## config.mk

```make
export PLATFORM = sky130hd
export DESIGN_NAME = acpi_s5_sleep_type_scanner
export DESIGN_NICKNAME = d
export VERILOG_FILES = /design/src/s5scan_pkg.sv /design/src/s5scan_front.sv /design/src/s5scan_fifo.sv /design/src/s5scan_back.sv /design/src/acpi_s5_sleep_type_scanner.sv
export SDC_FILE = /design/constraint.sdc
export NUM_CORES = 1
export LEC_CHECK = 0
export ABC_AREA = 1
export CORE_MARGIN = 3
export CORE_UTILIZATION = 25
export CTS_BUF_LIST = sky130_fd_sc_hd__clkbuf_4
export CTS_CLUSTER_SIZE = 30
export DETAILED_ROUTE_END_ITERATION = 8
export DONT_BUFFER_PORTS = 1
export PLACE_DENSITY = 0.43
export SLEW_MARGIN = 10
export SYNTH_ARGS = -nofsm -noshare
export SYNTH_HDL_FRONTEND = slang
export SYNTH_SLANG_ARGS = --single-unit
```

## constraint.sdc

```tcl
create_clock -name clk -period 2.9 [get_ports clk]
set_input_delay 0.145 -clock clk [delete_from_list [all_inputs] [get_ports clk]]
set_output_delay 0.145 -clock clk [all_outputs]
set_load 0.005 [all_outputs]
```

## src/s5scan_pkg.sv

```systemverilog
// Shared types, constants and helpers for the ACPI S5 sleep-type scanner.
`default_nettype none

package s5scan_pkg;

    localparam logic [31:0] SIG_RESET        = 32'h5444_5344;
    localparam logic [5:0]  HEADER_BYTES     = 6'd36;
    localparam logic [5:0]  NAME_END_MIN     = 6'd39;
    localparam logic [5:0]  POS_MAX          = 6'd63;
    localparam logic [7:0]  NAME_OP          = 8'h08;
    localparam logic [7:0]  PACKAGE_OP       = 8'h12;
    localparam logic [7:0]  BYTE_PREFIX      = 8'h0A;
    localparam logic [7:0]  PKGLEN_MASK      = 8'hC0;
    localparam logic [7:0]  CHAR_UNDERSCORE  = 8'h5F;
    localparam logic [7:0]  CHAR_FIVE        = 8'h35;
    localparam logic [7:0]  CHAR_S           = 8'h53;
    localparam logic [7:0]  CHAR_BACKSLASH   = 8'h5C;
    localparam int unsigned SLP_TYP_SHIFT    = 10;
    localparam logic [15:0] SLP_EN_WORD      = 16'h2000;
    localparam int unsigned QUEUE_DEPTH      = 4;

    typedef enum logic [2:0] {
        PH_SCAN   = 3'd0,
        PH_PKGOP  = 3'd1,
        PH_PKGLEN = 3'd2,
        PH_SKIP   = 3'd3,
        PH_TYPEA  = 3'd4,
        PH_TYPEB  = 3'd5,
        PH_DONE   = 3'd6,
        PH_FAIL   = 3'd7
    } phase_t;

    typedef enum logic [2:0] {
        ST_OK        = 3'd0,
        ST_BAD_SIG   = 3'd1,
        ST_BAD_SUM   = 3'd2,
        ST_NO_S5     = 3'd3,
        ST_PARSE_ERR = 3'd4
    } status_t;

    // One classified table byte handed from the front end to the parser.
    typedef struct packed {
        logic [7:0] data;
        logic       last;
        logic       name_hit;    // "_S5_" completes here, past the header
        logic       name_ok;     // preceded by name op, optionally with root prefix
        logic       sig_bad;     // valid on the last byte only
        logic       sum_bad;     // valid on the last byte only
    } token_t;

    function automatic logic [15:0] control_word(input logic [7:0] slp_type);
        logic [15:0] word;
        word = {slp_type[5:0], 10'b0} | SLP_EN_WORD;
        return word;
    endfunction

endpackage

`default_nettype wire

```

## src/s5scan_front.sv

```systemverilog
// Front end: signature check, byte sum and "_S5_" name detection per table byte.
`default_nettype none

module s5scan_front
    import s5scan_pkg::*;
(
    input  wire logic        clk,
    input  wire logic        rst_n,
    input  wire logic        cfg_wr_en,
    input  wire logic [31:0] cfg_wr_data,
    input  wire logic [7:0]  table_byte,
    input  wire logic        final_byte,
    input  wire logic        accept,
    output token_t           token
);

    logic [31:0] sig_reg;
    logic [5:0]  pos_reg;
    logic [7:0]  sum_reg;
    logic [7:0]  recent_reg [5];
    logic        sig_match_reg;

    logic        sig_match_next;
    logic [7:0]  sum_next;
    logic [7:0]  sig_byte;

    always_comb
    begin
        sig_byte       = sig_reg[{pos_reg[1:0], 3'b000} +: 8];
        sig_match_next = sig_match_reg;
        if (pos_reg < 6'd4 && table_byte != sig_byte)
        begin
            sig_match_next = 1'b0;
        end
        sum_next = sum_reg + table_byte;

        token.data     = table_byte;
        token.last     = final_byte;
        token.name_hit = (pos_reg >= NAME_END_MIN) && (table_byte == CHAR_UNDERSCORE)
                         && (recent_reg[0] == CHAR_FIVE) && (recent_reg[1] == CHAR_S)
                         && (recent_reg[2] == CHAR_UNDERSCORE);
        token.name_ok  = (recent_reg[3] == NAME_OP)
                         || (recent_reg[4] == NAME_OP && recent_reg[3] == CHAR_BACKSLASH);
        token.sig_bad  = !sig_match_next || (pos_reg < 6'd3);
        token.sum_bad  = (sum_next != 8'd0);
    end

    always_ff @(posedge clk or negedge rst_n)
    begin
        if (!rst_n)
        begin
            sig_reg <= SIG_RESET;
        end
        else if (cfg_wr_en)
        begin
            sig_reg <= cfg_wr_data;
        end
    end

    always_ff @(posedge clk or negedge rst_n)
    begin
        if (!rst_n)
        begin
            pos_reg       <= '0;
            sum_reg       <= '0;
            sig_match_reg <= 1'b1;
            for (int i = 0; i < 5; i++)
            begin
                recent_reg[i] <= '0;
            end
        end
        else if (accept)
        begin
            if (final_byte)
            begin
                // start over for the next table
                pos_reg       <= '0;
                sum_reg       <= '0;
                sig_match_reg <= 1'b1;
                for (int i = 0; i < 5; i++)
                begin
                    recent_reg[i] <= '0;
                end
            end
            else
            begin
                if (pos_reg != POS_MAX)
                begin
                    pos_reg <= pos_reg + 6'd1;
                end
                sum_reg       <= sum_next;
                sig_match_reg <= sig_match_next;
                recent_reg[0] <= table_byte;
                for (int i = 1; i < 5; i++)
                begin
                    recent_reg[i] <= recent_reg[i-1];
                end
            end
        end
    end

endmodule

`default_nettype wire

```

## src/s5scan_fifo.sv

```systemverilog
// Short token queue between the front end and the AML parser.
`default_nettype none

module s5scan_fifo
    import s5scan_pkg::*;
#(
    parameter int unsigned Depth = QUEUE_DEPTH
)
(
    input  wire logic   clk,
    input  wire logic   rst_n,
    input  wire logic   push,
    input  wire token_t push_data,
    output logic        full,
    input  wire logic   pop,
    output token_t      pop_data,
    output logic        not_empty
);

    localparam int unsigned PtrW = (Depth > 1) ? $clog2(Depth) : 1;
    localparam int unsigned CntW = $clog2(Depth + 1);
    localparam logic [PtrW-1:0] LastPtr = PtrW'(Depth - 1);
    localparam logic [CntW-1:0] FullCnt = CntW'(Depth);

    token_t          store_reg [Depth];
    logic [PtrW-1:0] wptr_reg;
    logic [PtrW-1:0] rptr_reg;
    logic [CntW-1:0] count_reg;

    assign full      = (count_reg == FullCnt);
    assign not_empty = (count_reg != '0);
    assign pop_data  = store_reg[rptr_reg];

    always_ff @(posedge clk)
    begin
        if (push)
        begin
            store_reg[wptr_reg] <= push_data;
        end
    end

    always_ff @(posedge clk or negedge rst_n)
    begin
        if (!rst_n)
        begin
            wptr_reg  <= '0;
            rptr_reg  <= '0;
            count_reg <= '0;
        end
        else
        begin
            if (push)
            begin
                wptr_reg <= (wptr_reg == LastPtr) ? '0 : wptr_reg + 1'b1;
            end
            if (pop)
            begin
                rptr_reg <= (rptr_reg == LastPtr) ? '0 : rptr_reg + 1'b1;
            end
            if (push && !pop)
            begin
                count_reg <= count_reg + 1'b1;
            end
            else if (pop && !push)
            begin
                count_reg <= count_reg - 1'b1;
            end
        end
    end

endmodule

`default_nettype wire

```

## src/s5scan_back.sv

```systemverilog
// Back end: AML parse of the _S5_ package and the registered result request.
`default_nettype none

module s5scan_back
    import s5scan_pkg::*;
(
    input  wire logic   clk,
    input  wire logic   rst_n,
    input  wire token_t token,
    input  wire logic   token_valid,
    output logic        token_pop,
    output logic [2:0]  parse_status,
    output logic [15:0] pm1a_control_word,
    output logic [15:0] pm1b_control_word,
    output logic        out_valid,
    input  wire logic   out_stall
);

    phase_t      phase_reg, phase_next, phase_work;
    logic [1:0]  skip_reg, skip_next, skip_work;
    logic [7:0]  type_a_reg, type_a_next, type_a_work;
    logic [7:0]  type_b_reg, type_b_next, type_b_work;
    logic        out_valid_reg, out_valid_next;
    status_t     status_reg, status_next;
    logic [15:0] word_a_reg, word_a_next;
    logic [15:0] word_b_reg, word_b_next;

    always_comb
    begin
        phase_work  = phase_reg;
        skip_work   = skip_reg;
        type_a_work = type_a_reg;
        type_b_work = type_b_reg;

        case (phase_reg)
            PH_SCAN:
            begin
                if (token.name_hit)
                begin
                    phase_work = token.name_ok ? PH_PKGOP : PH_FAIL;
                end
            end
            PH_PKGOP:
            begin
                phase_work = (token.data == PACKAGE_OP) ? PH_PKGLEN : PH_FAIL;
            end
            PH_PKGLEN:
            begin
                // follow-on length bytes, then the element count
                skip_work  = 2'((token.data & PKGLEN_MASK) >> 6);
                phase_work = PH_SKIP;
            end
            PH_SKIP:
            begin
                if (skip_reg == 2'd0)
                begin
                    phase_work = PH_TYPEA;
                end
                else
                begin
                    skip_work = skip_reg - 2'd1;
                end
            end
            PH_TYPEA, PH_TYPEB:
            begin
                // drop one byte prefix ahead of each value
                if (skip_reg == 2'd0 && token.data == BYTE_PREFIX)
                begin
                    skip_work = 2'd1;
                end
                else
                begin
                    skip_work = 2'd0;
                    if (phase_reg == PH_TYPEA)
                    begin
                        type_a_work = token.data;
                        phase_work  = PH_TYPEB;
                    end
                    else
                    begin
                        type_b_work = token.data;
                        phase_work  = PH_DONE;
                    end
                end
            end
            default:
            begin
                phase_work = phase_reg;
            end
        endcase

        if (token.sig_bad)
        begin
            status_next = ST_BAD_SIG;
        end
        else if (token.sum_bad)
        begin
            status_next = ST_BAD_SUM;
        end
        else if (phase_work == PH_SCAN)
        begin
            status_next = ST_NO_S5;
        end
        else if (phase_work != PH_DONE)
        begin
            status_next = ST_PARSE_ERR;
        end
        else
        begin
            status_next = ST_OK;
        end

        // hold the last byte until the result register is free
        token_pop = token_valid && (!token.last || !out_valid_reg || !out_stall);

        phase_next     = phase_reg;
        skip_next      = skip_reg;
        type_a_next    = type_a_reg;
        type_b_next    = type_b_reg;
        out_valid_next = out_valid_reg && out_stall;
        word_a_next    = word_a_reg;
        word_b_next    = word_b_reg;

        if (token_pop)
        begin
            if (token.last)
            begin
                phase_next     = PH_SCAN;
                skip_next      = '0;
                type_a_next    = '0;
                type_b_next    = '0;
                out_valid_next = 1'b1;
                word_a_next    = (status_next == ST_OK) ? control_word(type_a_work) : '0;
                word_b_next    = (status_next == ST_OK) ? control_word(type_b_work) : '0;
            end
            else
            begin
                phase_next  = phase_work;
                skip_next   = skip_work;
                type_a_next = type_a_work;
                type_b_next = type_b_work;
            end
        end
    end

    always_ff @(posedge clk or negedge rst_n)
    begin
        if (!rst_n)
        begin
            phase_reg     <= PH_SCAN;
            skip_reg      <= '0;
            type_a_reg    <= '0;
            type_b_reg    <= '0;
            out_valid_reg <= 1'b0;
        end
        else
        begin
            phase_reg     <= phase_next;
            skip_reg      <= skip_next;
            type_a_reg    <= type_a_next;
            type_b_reg    <= type_b_next;
            out_valid_reg <= out_valid_next;
        end
    end

    always_ff @(posedge clk)
    begin
        if (token_pop && token.last)
        begin
            status_reg <= status_next;
        end
        word_a_reg <= word_a_next;
        word_b_reg <= word_b_next;
    end

    assign parse_status      = status_reg;
    assign pm1a_control_word = word_a_reg;
    assign pm1b_control_word = word_b_reg;
    assign out_valid         = out_valid_reg;

endmodule

`default_nettype wire

```

## src/acpi_s5_sleep_type_scanner.sv

```systemverilog
// Result: out_valid is registered, set once the parser pops the table's last byte.
// Throughput: one table byte per cycle while in_stall is low; the front end classifies
// each byte and the parser takes one queued byte per cycle, held only by a stalled result.
// Reset: asynchronous, active low; clears all parse state, empties the queue and sets the
// signature register to "DSDT". No clearing pass; bytes are taken from the first cycle.
`default_nettype none

module acpi_s5_sleep_type_scanner
    import s5scan_pkg::*;
#(
    parameter int unsigned QueueDepth = QUEUE_DEPTH
)
(
    input  wire logic        clk,
    input  wire logic        rst_n,
    input  wire logic        cfg_wr_en,
    input  wire logic [31:0] cfg_wr_data,
    input  wire logic [7:0]  table_byte,
    input  wire logic        final_byte,
    input  wire logic        in_valid,
    output logic             in_stall,
    output logic [2:0]       parse_status,
    output logic [15:0]      pm1a_control_word,
    output logic [15:0]      pm1b_control_word,
    output logic             out_valid,
    input  wire logic        out_stall
);

    token_t front_token;
    token_t back_token;
    logic   queue_full;
    logic   queue_not_empty;
    logic   queue_pop;
    logic   accept;

    assign in_stall = queue_full;
    assign accept   = in_valid && !queue_full;

    s5scan_front u_front (
        .clk         (clk),
        .rst_n       (rst_n),
        .cfg_wr_en   (cfg_wr_en),
        .cfg_wr_data (cfg_wr_data),
        .table_byte  (table_byte),
        .final_byte  (final_byte),
        .accept      (accept),
        .token       (front_token)
    );

    s5scan_fifo #(
        .Depth (QueueDepth)
    ) u_fifo (
        .clk       (clk),
        .rst_n     (rst_n),
        .push      (accept),
        .push_data (front_token),
        .full      (queue_full),
        .pop       (queue_pop),
        .pop_data  (back_token),
        .not_empty (queue_not_empty)
    );

    s5scan_back u_back (
        .clk               (clk),
        .rst_n             (rst_n),
        .token             (back_token),
        .token_valid       (queue_not_empty),
        .token_pop         (queue_pop),
        .parse_status      (parse_status),
        .pm1a_control_word (pm1a_control_word),
        .pm1b_control_word (pm1b_control_word),
        .out_valid         (out_valid),
        .out_stall         (out_stall)
    );

endmodule

`default_nettype wire

```

==> impl_metrics.py <==
metrics = {
    "outcome": {
        "status": "complete, no violations",
    },
    "power": {
        "power_leakage_uw": 0.00411,
        "p_switching_uw": 3420,
        "swShare_pct": 41.9,
        "p_int_uw": 4740,
        "clockPowerShare_pct": 17.2,
        "p_seq_share_pct": 43.5,
        "ir_worst_vdd_mv": 0.301,
        "power_density_mw_per_mm2": 828,
        "pwr-share-comb_pct": 39.3,
    },
    "drt": {
        "drt_iter0_drc": 290,
        "viasPerCell": 4.31,
        "dr.pass1.iters": 4,
        "detail-route-antenna-nets": 0,
        "drc": 0,
        "vias": 5889,
        "routed_wl_um": 20200,
        "drt-wirelength-per-cell_um": 14.8,
    },
    "job": {
        "max_cap_viol_count": 0,
    },
    "floorplanning": {
        "dieArea_mm2": 0.0352,
        "start_util_pct": 25.7,
        "die_w_um": 188,
        "io_pins": 83,
        "core_area_mm2": 0.0320,
        "die_h_um": 188,
        "num_rows": 65,
    },
    "critical_path": {
        "r2r_slack_ns": 0.46,
        "worstPathArrival_ns": 2.93,
        "worstRegToRegCells": 13,
        "critical_path_class": "flop to flop",
        "worstSetupStartpointType": "flop",
        "cp.required_ns": 3.39,
        "crit_path_frequent_cell": "inv_1",
        "cp_max_fo": 29,
        "slowest_stage": "dfrtp_1",
        "rr_endpoint": "u_fifo.count_reg[2]",
        "critical_path.max_stage_delay_ns": 0.39,
        "startpoint": "u_fifo.rptr_reg[0]",
        "path_cells": "buf_4 -> nand2_1 -> nand3_1 -> nand2_1 -> inv_1 -> a21oi_2 -> inv_1 -> ha_1 -> inv_1 -> fa_1 -> a21oi_1 -> o21ai_0 -> xor2_1",
        "r2r-start": "u_fifo.rptr_reg[0]",
        "crit_path_end_kind": "flop",
    },
    "global_route": {
        "grt.busiest_layer": "met2",
        "grt_pass1_wl_um": 32900,
        "grt_use_met3_pct": 3.08,
        "grt_pass1_vias": 6024,
        "grt_usage_pct": 11.7,
        "use_met1_pct": 15.3,
        "grt_antenna_before_repair": 2,
        "grt_overflow": 0,
        "grt_max_degree": 111,
        "met2_usage_pct": 19.5,
    },
    "hold_path": {
        "hold_path_depth": 4,
        "hp-start": "table_byte[5]",
        "whs_endpoint": "u_fifo.store_reg[3][3]",
        "min_path_type": "input pin to flop",
    },
    "sta": {
        "fmax_ghz": 0.409,
        "period_share_pct": 84.3,
        "hold_violations": 0,
        "period_needed_ns": 2.44,
        "finalSetupViolations": 0,
        "worst_pin_slew_ns": 0.684,
        "drv_slew": 0,
        "setup_tns_ns": 0,
        "hold_ws_ns": 0.0601,
        "slew_headroom_pct": 54.4,
        "grt_setup_unrepaired": "no",
        "skew_ns": 0.0211,
    },
    "placement": {
        "io_buffers": 0,
        "dp_hpwl_um": 13300,
        "place_congestion": 0.730,
    },
    "cells_and_area": {
        "postLayoutCoreUtil_pct": 30.8,
        "syn2layout_area_growth_pct": 19.6,
        "nets": 982,
        "drive_above_1_share_pct": 12.7,
        "final_cell_mix": "144 x nand2_1, 106 x inv_1, 98 x dfrtp_1, 89 x dlygate4sd3_1, 72 x o21ai_0",
        "antenna_cells": 0,
        "layout_commonest_cell": "nand2_1",
        "largest_reg_flops": 52,
        "nFillCells": 3385,
    },
    "yosys": {
        "ys_ff_latch": 176,
        "syn-cell-area_mm2": 0.00824,
        "yosys_warnings": 0,
        "synth_area_per_cell_um2": 9.99,
        "yosysUniqueCellTypes": 44,
        "synth_edf_count": 66,
        "syn_inst": 825,
        "synthFlopType": "dfrtp_1",
        "ys_seq_area_share_pct": 57.6,
        "async_flop_share_pct": 62.5,
    },
    "cts": {
        "path_clk_slew_ns": 0.16,
        "clock_latency_ns": 0.59,
        "cts_resized": 0,
        "h-tree-depth": 4,
        "cts_root_buffer": "clkbuf_4",
        "ctsHoldBuffers": 91,
        "cts_num_sinks": 176,
        "cts_buffer_depth": 2,
        "tritoncts": "yes",
        "cts_post_setup_buffers_inserted": 0,
        "numCtsBuffers": 17,
    },
}
cells in the mapped netlist (2+ instances only):
cell | number | area [um^2]
nand2_1 | 144 | 541
inv_1 | 106 | 398
dfrtp_1 | 98 | 2450
o21ai_0 | 72 | 360
edfxtp_1 | 66 | 1980
o22ai_1 | 42 | 263
nand3_1 | 39 | 195
nor2_1 | 30 | 113
a21oi_1 | 28 | 140
buf_4 | 22 | 165
clkbuf_1 | 20 | 75.1
mux2_2 | 18 | 203
ha_1 | 15 | 188
nor3_1 | 15 | 75.1
xor2_1 | 14 | 123
dfstp_2 | 12 | 315
nand2_2 | 12 | 75.1
nand4_1 | 10 | 62.6
nor3_2 | 9 | 90.1
nor4_1 | 7 | 43.8
buf_6 | 6 | 67.6
buf_2 | 5 | 25.0
nor2_2 | 5 | 31.3
a22o_1 | 4 | 35.0
inv_2 | 3 | 11.3
a21oi_2 | 2 | 17.5
fa_1 | 2 | 40.0
nand3_2 | 2 | 20.0
o21bai_1 | 2 | 15.0
stage by stage:
| stage | power, uW | cell area (um^2) | worst slack (ns) | cells |
|---|---|---|---|---|
| final | 8160 | 9860 | 0.456 | 1367 |
| after detailed placement | 6680 | 8650 | 0.479 | 1244 |
| after CTS | 8300 | 9860 | 0.456 | 1367 |
| after floorplan | 5950 | 8310 | 0.459 | 844 |
| after global placement | 6680 | 8650 | 0.480 | 1244 |
| after global routing | 8860 | 9860 | 0.155 | 1367 |
power by group through the flow:
stage,clock [uW],sequential (uW),combinational [uW]
2_1_floorplan,0,3500,2450
3_3_place_gp,0,3610,3070
3_5_place_dp,0,3610,3070
4_1_cts,1460,3560,3280
5_1_grt,1560,3620,3680
6_report,1400,3550,3210
cell families after synthesis:
group	Yosys count	share of synthesized area [%]
DFF	176	57.6
AOI/OAI and AO/OA	156	10.6
muxes	18	2.46
adders and majority gates	17	2.76
xor gates and xnor gates	15	1.59
buffers and inverters	164	9.29
and+or+nand+nor	278	15.6
other	1	0.0455
worst max path at each step:
stage                                to  slack [ns]
floorplan           u_fifo.count_reg[1]        0.46
global placement    u_fifo.count_reg[2]        0.48
detailed placement  u_fifo.count_reg[2]        0.48
CTS                 u_fifo.count_reg[2]        0.46
global route        u_fifo.count_reg[2]        0.15
finish              u_fifo.count_reg[2]        0.46
final cells by class:
type,count,area (um^2),share of cell area (%)
Sequential cell,176,4750,48.2
Multi-Input combinational cell,504,2800,28.4
Timing Repair Buffer,110,1080,11.0
Tap cell,435,544,5.52
Inverter,110,413,4.19
Clock buffer,18,135,1.37
Clock inverter,14,135,1.37
worst max-delay path: cells and delay by family, from the launching register on:
family | cells | cell delay [ns]
fa+ha+maj | 2 | 0.54
xor+xnor | 1 | 0.15
simple gates | 3 | 0.29
compound gates | 3 | 0.31
flops | 1 | 0.39
buf+inv | 4 | 0.66
routing by layer:
layer,vias up,share of wire (%),wire length [um]
met5,-,0.10,21
met4,4,1.1,221
met3,21,4.0,814
met2,103,48,9780
met1,2842,46,9380
li1,2919,-,-
Power figures use the tool's default switching activity.
